[src/hdl/ps2mct_pkg.sv]
// Shared types and constants for the PS/2 mouse cursor tracker.
package ps2mct_pkg;

    localparam int unsigned BYTE_W  = 8;
    localparam int unsigned COORD_W = 10;
    localparam int unsigned OUT_W   = 48;

    // Register indexes of the configuration port
    typedef enum logic [0:0] {
        REG_X_LIMIT = 1'b0,
        REG_Y_LIMIT = 1'b1
    } cfg_reg_t;

    localparam logic [COORD_W-1:0] X_LIMIT_RST = 10'd319;
    localparam logic [COORD_W-1:0] Y_LIMIT_RST = 10'd239;

    // Protocol bytes
    localparam logic [BYTE_W-1:0] BAT_OK_BYTE   = 8'hAA;
    localparam logic [BYTE_W-1:0] DEVICE_ID_0   = 8'h00;
    localparam logic [3:0]        HDR_NIBBLE_LT = 4'hA;

    // Header bit positions
    localparam int unsigned HDR_LEFT_BIT = 0;
    localparam int unsigned HDR_SYNC_BIT = 3;
    localparam int unsigned HDR_XSGN_BIT = 4;
    localparam int unsigned HDR_YSGN_BIT = 5;

    // One decoded result beat
    typedef struct packed {
        logic               left_drag;
        logic               left_press;
        logic               left_down;
        logic [COORD_W-1:0] old_y;
        logic [COORD_W-1:0] old_x;
        logic [COORD_W-1:0] cursor_y;
        logic [COORD_W-1:0] cursor_x;
        logic               moved;
        logic               send_enable;
    } result_t;

    // Clamp a signed sum into 0..lim
    function automatic logic [COORD_W-1:0] clamp_coord(
        input logic signed [COORD_W+1:0] v,
        input logic [COORD_W-1:0]        lim
    );
        logic [COORD_W+1:0] lim_ext;
        lim_ext = {2'b00, lim};
        if (v < 0)
            return '0;
        else if ($unsigned(v) > lim_ext)
            return lim;
        else
            return v[COORD_W-1:0];
    endfunction

endpackage

[src/hdl/ps2mct_in_stage.sv]
// Input register of the tracker: holds one received byte until the decoder takes it.
module ps2mct_in_stage
    import ps2mct_pkg::*;
(
    input  logic              clk,
    input  logic              rst_n,
    input  logic              s_valid,
    output logic              s_ready,
    input  logic [BYTE_W-1:0] s_byte,
    output logic              q_valid,
    output logic [BYTE_W-1:0] q_byte,
    input  logic              q_take
);

    logic              valid_reg;
    logic [BYTE_W-1:0] byte_reg;

    assign s_ready = !valid_reg || q_take;
    assign q_valid = valid_reg;
    assign q_byte  = byte_reg;

    // Hold the beat until the decoder consumes it
    always_ff @(posedge clk or negedge rst_n)
    begin
        if (!rst_n)
        begin
            valid_reg <= 1'b0;
        end
        else if (s_ready)
        begin
            valid_reg <= s_valid;
        end
    end

    // Capture payload
    always_ff @(posedge clk)
    begin
        if (s_valid && s_ready)
        begin
            byte_reg <= s_byte;
        end
    end

endmodule

[src/hdl/ps2mct_tracker.sv]
// Byte window, packet decode, cursor state and result register.
module ps2mct_tracker
    import ps2mct_pkg::*;
(
    input  logic               clk,
    input  logic               rst_n,
    input  logic               in_valid,
    input  logic [BYTE_W-1:0]  in_byte,
    output logic               in_take,
    input  logic [COORD_W-1:0] x_limit,
    input  logic [COORD_W-1:0] y_limit,
    output logic               out_valid,
    output result_t            out_result,
    input  logic               out_ready
);

    logic [BYTE_W-1:0]  hdr_reg, hdr_next;
    logic [BYTE_W-1:0]  mid_reg, mid_next;
    logic [COORD_W-1:0] pos_x_reg, pos_x_next;
    logic [COORD_W-1:0] pos_y_reg, pos_y_next;
    logic               left_reg, left_next;
    logic               valid_reg;
    result_t            result_reg, result_next;

    logic                      is_header;
    logic                      btn;
    logic signed [COORD_W+1:0] dx;
    logic signed [COORD_W+1:0] dy;
    logic signed [COORD_W+1:0] sum_x;
    logic signed [COORD_W+1:0] sum_y;
    logic                      fire;

    assign fire      = in_valid && (!valid_reg || out_ready);
    assign in_take   = fire;
    assign out_valid = valid_reg;
    assign out_result = result_reg;

    // Decode the window: two stored bytes plus the new one
    always_comb
    begin
        is_header = hdr_reg[HDR_SYNC_BIT] && (hdr_reg[7:4] < HDR_NIBBLE_LT);
        btn       = hdr_reg[HDR_LEFT_BIT];
        dx = $signed({{(COORD_W-6){hdr_reg[HDR_XSGN_BIT]}}, mid_reg});
        dy = $signed({{(COORD_W-6){hdr_reg[HDR_YSGN_BIT]}}, in_byte});
        sum_x = $signed({2'b00, pos_x_reg}) + dx;
        sum_y = $signed({2'b00, pos_y_reg}) - dy;

        hdr_next   = mid_reg;
        mid_next   = in_byte;
        pos_x_next = pos_x_reg;
        pos_y_next = pos_y_reg;
        left_next  = left_reg;

        result_next.send_enable = (mid_reg == BAT_OK_BYTE) && (in_byte == DEVICE_ID_0);
        result_next.moved       = 1'b0;
        result_next.left_press  = 1'b0;
        result_next.left_drag   = 1'b0;
        result_next.old_x       = pos_x_reg;
        result_next.old_y       = pos_y_reg;

        if (is_header)
        begin
            pos_x_next = clamp_coord(sum_x, x_limit);
            pos_y_next = clamp_coord(sum_y, y_limit);
            left_next  = btn;
            result_next.moved      = 1'b1;
            result_next.left_press = !left_reg && btn;
            result_next.left_drag  = left_reg && btn;
        end

        result_next.cursor_x  = pos_x_next;
        result_next.cursor_y  = pos_y_next;
        result_next.left_down = left_next;
    end

    // Advance tracker state on each consumed byte
    always_ff @(posedge clk or negedge rst_n)
    begin
        if (!rst_n)
        begin
            hdr_reg   <= '0;
            mid_reg   <= '0;
            pos_x_reg <= '0;
            pos_y_reg <= '0;
            left_reg  <= 1'b0;
            valid_reg <= 1'b0;
        end
        else
        begin
            if (fire)
            begin
                hdr_reg   <= hdr_next;
                mid_reg   <= mid_next;
                pos_x_reg <= pos_x_next;
                pos_y_reg <= pos_y_next;
                left_reg  <= left_next;
            end
            if (fire)
                valid_reg <= 1'b1;
            else if (out_ready)
                valid_reg <= 1'b0;
        end
    end

    // Load the result beat
    always_ff @(posedge clk)
    begin
        if (fire)
        begin
            result_reg <= result_next;
        end
    end

    a_still_pos: assert property (@(posedge clk) disable iff (!rst_n)
        (valid_reg && !result_reg.moved) |->
            (result_reg.cursor_x == result_reg.old_x &&
             result_reg.cursor_y == result_reg.old_y))
        else $error("cursor changed without a packet");

    a_edge_excl: assert property (@(posedge clk) disable iff (!rst_n)
        valid_reg |-> !(result_reg.left_press && result_reg.left_drag))
        else $error("press and drag in one result");

    a_edge_needs_pkt: assert property (@(posedge clk) disable iff (!rst_n)
        (valid_reg && (result_reg.left_press || result_reg.left_drag)) |->
            (result_reg.moved && result_reg.left_down))
        else $error("button edge without a pressed packet");

    a_fire_loads: assert property (@(posedge clk) disable iff (!rst_n)
        fire |=> (valid_reg && result_reg.cursor_x == pos_x_reg &&
                  result_reg.cursor_y == pos_y_reg && result_reg.left_down == left_reg))
        else $error("result does not match tracker state");

endmodule

[src/hdl/ps2_mouse_cursor_tracker_core.sv]
// Top level of the PS/2 mouse cursor tracker: ports, limit registers, stages.
//
//  channel  | dir | handshake              | payload
//  ---------+-----+------------------------+------------------------------------------
//  s_axis   | in  | s_axis_tvalid/tready   | tdata[7:0] rx_byte
//  m_axis   | out | m_axis_tvalid/tready   | tdata[47:0] decoded cursor result
//  cfg      | in  | cfg_valid/cfg_ready    | cfg_index (0 x_limit, 1 y_limit), cfg_data
//
//  One byte per cycle sustained while the output is not stalled; a byte's result beat
//  is presented once the byte has passed the input register and then the single-pass
//  decode into the result register. Reset clears the byte window, cursor position and
//  button state; limits go to 319 and 239. A stalled output holds its beat while one
//  more byte waits in the input register; cfg_ready is always high.
module ps2_mouse_cursor_tracker_core
    import ps2mct_pkg::*;
(
    input  logic               clk,
    input  logic               rst_n,
    input  logic               s_axis_tvalid,
    output logic               s_axis_tready,
    input  logic [BYTE_W-1:0]  s_axis_tdata,  // [7:0] rx_byte
    output logic               m_axis_tvalid,
    input  logic               m_axis_tready,
    // [0] send_enable, [1] moved, [11:2] cursor_x, [21:12] cursor_y,
    // [31:22] old_x, [41:32] old_y, [42] left_down, [43] left_press,
    // [44] left_drag, [47:45] zero
    output logic [OUT_W-1:0]   m_axis_tdata,
    input  logic               cfg_valid,
    output logic               cfg_ready,
    input  logic [0:0]         cfg_index,
    input  logic [COORD_W-1:0] cfg_data
);

    localparam int unsigned RES_W = $bits(result_t);

    logic [COORD_W-1:0] x_limit_reg;
    logic [COORD_W-1:0] y_limit_reg;
    logic               q_valid;
    logic [BYTE_W-1:0]  q_byte;
    logic               q_take;
    result_t            result;

    assign cfg_ready = 1'b1;

    // Write limit registers
    always_ff @(posedge clk or negedge rst_n)
    begin
        if (!rst_n)
        begin
            x_limit_reg <= X_LIMIT_RST;
            y_limit_reg <= Y_LIMIT_RST;
        end
        else if (cfg_valid && cfg_ready)
        begin
            unique case (cfg_reg_t'(cfg_index))
                REG_X_LIMIT: x_limit_reg <= cfg_data;
                REG_Y_LIMIT: y_limit_reg <= cfg_data;
                default:     x_limit_reg <= x_limit_reg;
            endcase
        end
    end

    ps2mct_in_stage u_in_stage (
        .clk     (clk),
        .rst_n   (rst_n),
        .s_valid (s_axis_tvalid),
        .s_ready (s_axis_tready),
        .s_byte  (s_axis_tdata),
        .q_valid (q_valid),
        .q_byte  (q_byte),
        .q_take  (q_take)
    );

    ps2mct_tracker u_tracker (
        .clk        (clk),
        .rst_n      (rst_n),
        .in_valid   (q_valid),
        .in_byte    (q_byte),
        .in_take    (q_take),
        .x_limit    (x_limit_reg),
        .y_limit    (y_limit_reg),
        .out_valid  (m_axis_tvalid),
        .out_result (result),
        .out_ready  (m_axis_tready)
    );

    // Pack the result beat, send_enable in the lowest bit
    assign m_axis_tdata = {{(OUT_W-RES_W){1'b0}}, result};

endmodule

[config.mk]
export PLATFORM = sky130hd
export DESIGN_NAME = ps2_mouse_cursor_tracker_core
export DESIGN_NICKNAME = d
export VERILOG_FILES = /design/src/hdl/ps2mct_pkg.sv /design/src/hdl/ps2mct_in_stage.sv /design/src/hdl/ps2mct_tracker.sv /design/src/hdl/ps2_mouse_cursor_tracker_core.sv
export SDC_FILE = /design/constraint.sdc
export NUM_CORES = 1
export LEC_CHECK = 0
export ABC_AREA = 1
export BUFFER_PORTS_ARGS = -buffer_cell sky130_fd_sc_hd__buf_2
export CORE_ASPECT_RATIO = 1.2
export CORE_MARGIN = 4
export CORE_UTILIZATION = 57
export CTS_CLUSTER_DIAMETER = 80
export DETAILED_ROUTE_END_ITERATION = 8
export HOLD_SLACK_MARGIN = 0.08
export MAX_ROUTING_LAYER = met4
export PLACE_DENSITY = 0.84
export SLEW_MARGIN = 20
export SYNTH_ARGS = -nofsm -noshare
export SYNTH_HDL_FRONTEND = slang
export SYNTH_SLANG_ARGS = --single-unit
[constraint.sdc]
create_clock -name clk -period 3.35 [get_ports clk]
set_input_delay 0 -clock clk [delete_from_list [all_inputs] [get_ports clk]]
set_output_delay 0 -clock clk [all_outputs]
set_load 0.1 [all_outputs]
==> qor.csv <==
metric,value,unit
share of cells above drive strength 1,25.8,%
Final Setup Violations,0,
CP max stage cell,edfxtp_1,
largest net degree at the start of global routing,73,
Unique masters post-synth,31,
WL met2,7.09,mm
critical path cell sequence,inv_2 > ha_2 > a21oi_2 > nand2_2 > nand2_1 > nand3_1 > xnor2_2 > inv_1 > ha_1 > a21oi_1 > nor2_1 > a211oi_1 > o211ai_1 > inv_2 > nand2_4 > buf_4 > nand3_2 > nand3_1 > nand2_2 > nand2_1 > nand2_1,
via density per instance,5.27,
setup TNS,0,ns
ys flop type,edfxtp_1,
final-stage net count,892,
Pre-antenna DRT Iters,5,
relative slew slack,44.8,%
CTS tree,built,
cell count after synthesis,716,
FMAX,0.312,GHz
cell taking the most area after synthesis,edfxtp_1,
most frequent cells in the layout,"nand2_1, inv_1, buf_2",
Initial Util,58.8,%
total CTS buffers,9,
Critical Path Max Stage Delay,0.39,ns
fillers,793,
first-pass GRT wire length,23.5,mm
GRT Resource Usage Total,24.0,%
final period utilization,95.6,%
Post-Syn Area,0.00625,sq mm
num rows,41,
met3 wire len,733,microns
Crit Path Category,register to register,
wire per inst,15.5,microns
Final Slew Violations,0,
Post-Syn Area per Cell,8.73,sq um
Hold Fails Final Rpt,0,
Final ANT Viol Nets,0,
DP HPWL,10.5,mm
Crit. End Element,register,
status,"finished, final reports clean",
Crit path buffers/inverters,4,
Die Height,123,microns
Layout area overhead,20.2,%
Skew-Pair Late Insertion Delay,0.35,ns
crit path DAT,3.49,ns
port buffer count,70,
"delay-heaviest family, CP",simple AND/OR/NAND/NOR gates,
Synth warnings,0,
post-route core utilization,70.7,%
Slew @ Worst Pin,0.828,ns
CP Max Fanout,5,
Post-synth EDFFs,53,
1st-iter DRT viols,343,
Max-cap violations,0,
CTS Root Cell,clkbuf_16,
Critical Path RT,3.64,ns
met1 WL,6.70,mm
worst min-delay path class,input pin to asynchronous set/reset pin,
final hold slack,0.225,ns
diode count,0,
die area,0.0127,sq mm
Async SR Flop Fraction,51.8,%
initial antenna violation count,0,
top cell type's share of synthesized area,25.5,%
gr ovfl total,0,
main area contributors after synthesis,"edfxtp_1, dfrtp_1, nand2_1, ha_1, inv_1",
clock skew,0.0104,ns
max reg flops,45,
clk slew on worst S/H paths,0.08,ns
htree depth,3,
total number of vias,5045,
vias in the first global route,4765,
num ports,75,
Max Root-Sink Buffers,2,
register bit total from synthesis,110,
fin crit period,3.20,ns
sequential share of the synthesized area,48.6,%
# DRC,0,
Placeable Area,0.0106,sq mm
gpl congestion,0.983,
chip width,104,microns
# clock sinks,110,
top layer in use,met4,
"most common cell after layout, fill and taps aside",nand2_1,
crit-path most repeated cell,nand2_1,
CP startpoint kind,register,
routed wire length,14.8,mm
-- per-stage QoR --
step / cell area, sq um / worst slack, ns / cells
floorplan: 6260 / 0.609 / 718
global placement: 6760 / 0.0222 / 911
detailed placement: 6760 / 0.0597 / 911
CTS: 7280 / 0.0391 / 950
global route: 7510 / -0.0519 / 958
finish: 7510 / 0.147 / 958
-- area by class of cell --
cell class                      instances  area [sq um]  share of cell area [%]
Sequential cell                       110          3040                    40.5
Multi-Input combinational cell        473          2820                    37.6
Timing Repair Buffer                  114           754                    10.0
Inverter                              116           435                    5.80
Clock buffer                           10           229                    3.05
Tap cell                              129           161                    2.15
Clock inverter                          6          62.6                   0.833
-- synthesized netlist by cell type (2+ instances only) --
library cell,number
o21bai_1,6
edfxtp_1,53
nand2_1,222
o211ai_1,2
a211oi_1,2
fa_1,2
inv_2,7
nand2_2,28
nand3_2,19
a21oi_1,18
buf_6,4
clkbuf_1,9
dfrtp_1,43
o21ai_0,36
buf_4,6
nor2_1,15
inv_1,108
a21oi_2,3
ha_1,42
nand4_1,11
xor2_1,11
nor2_2,3
dfstp_2,14
xnor2_1,5
nand3_1,40
conb_1,2
-- worst reg2reg max path, delay by kind of cell (launching register included) --
| kind | cells | cell delay [ns] |
|---|---|---|
| simple gates | 10 | 0.85 |
| compound gates | 4 | 0.63 |
| fa+ha+maj | 2 | 0.62 |
| buf+inv | 4 | 0.44 |
| flops | 1 | 0.39 |
| xor+xnor | 1 | 0.23 |
-- cell families (layout without fill, tap and decap cells) --
logic type / Yosys count / count (layout) / share of synthesized area, %
and+or+nand+nor: 339 / 340 / 24.8
buffers and inverters: 136 / 246 / 9.03
DFF: 110 / 110 / 48.6
AOI/OAI and AO/OA: 69 / 69 / 6.19
adders and majority gates: 44 / 44 / 9.05
xor gates and xnor gates: 16 / 16 / 2.24
other: 2 / 4 / 0.120
-- path summary, 6_finish.rpt --
path                                                      end  slack (ns)                        startpoint  cells after the start
max in group asynchronous          y_limit_reg[0]$_DFFE_PN1P_        2.24                             rst_n                      3
min in group clk                   y_limit_reg[6]$_DFFE_PN1P_        0.28                         cfg_valid                      4
min                                x_limit_reg[6]$_DFFE_PN0P_        0.22                             rst_n                      2
max                        u_tracker.pos_y_reg[7]$_DFFE_PN0P_        0.15    u_in_stage.q_byte[2]$_DFFE_PP_                     21
max reg2reg                u_tracker.pos_y_reg[7]$_DFFE_PN0P_        0.15    u_in_stage.q_byte[2]$_DFFE_PP_                     21
min reg2reg                  u_tracker.hdr_reg[7]$_DFFE_PN0P_        0.48  u_tracker.hdr_reg[7]$_DFFE_PN0P_                      2
-- routing by layer --
metal	vias to the layer above	global-route usage, %
met4	0	7.15
met2	164	39.1
li1	2505	-
met5	-	-
met3	26	3.79
met1	2350	31.5
-- timing repair --
item	4_1_cts	5_1_grt
setup endpoints to repair	0	40
setup buffers	0	7
endpoints found under the hold margin	45	0
hold buffers	23	0
resized for setup	0	38
Power is left out: the tool's default activity adds up to more than one toggle a clock period on the data nets, which glitch-free logic cannot reach.
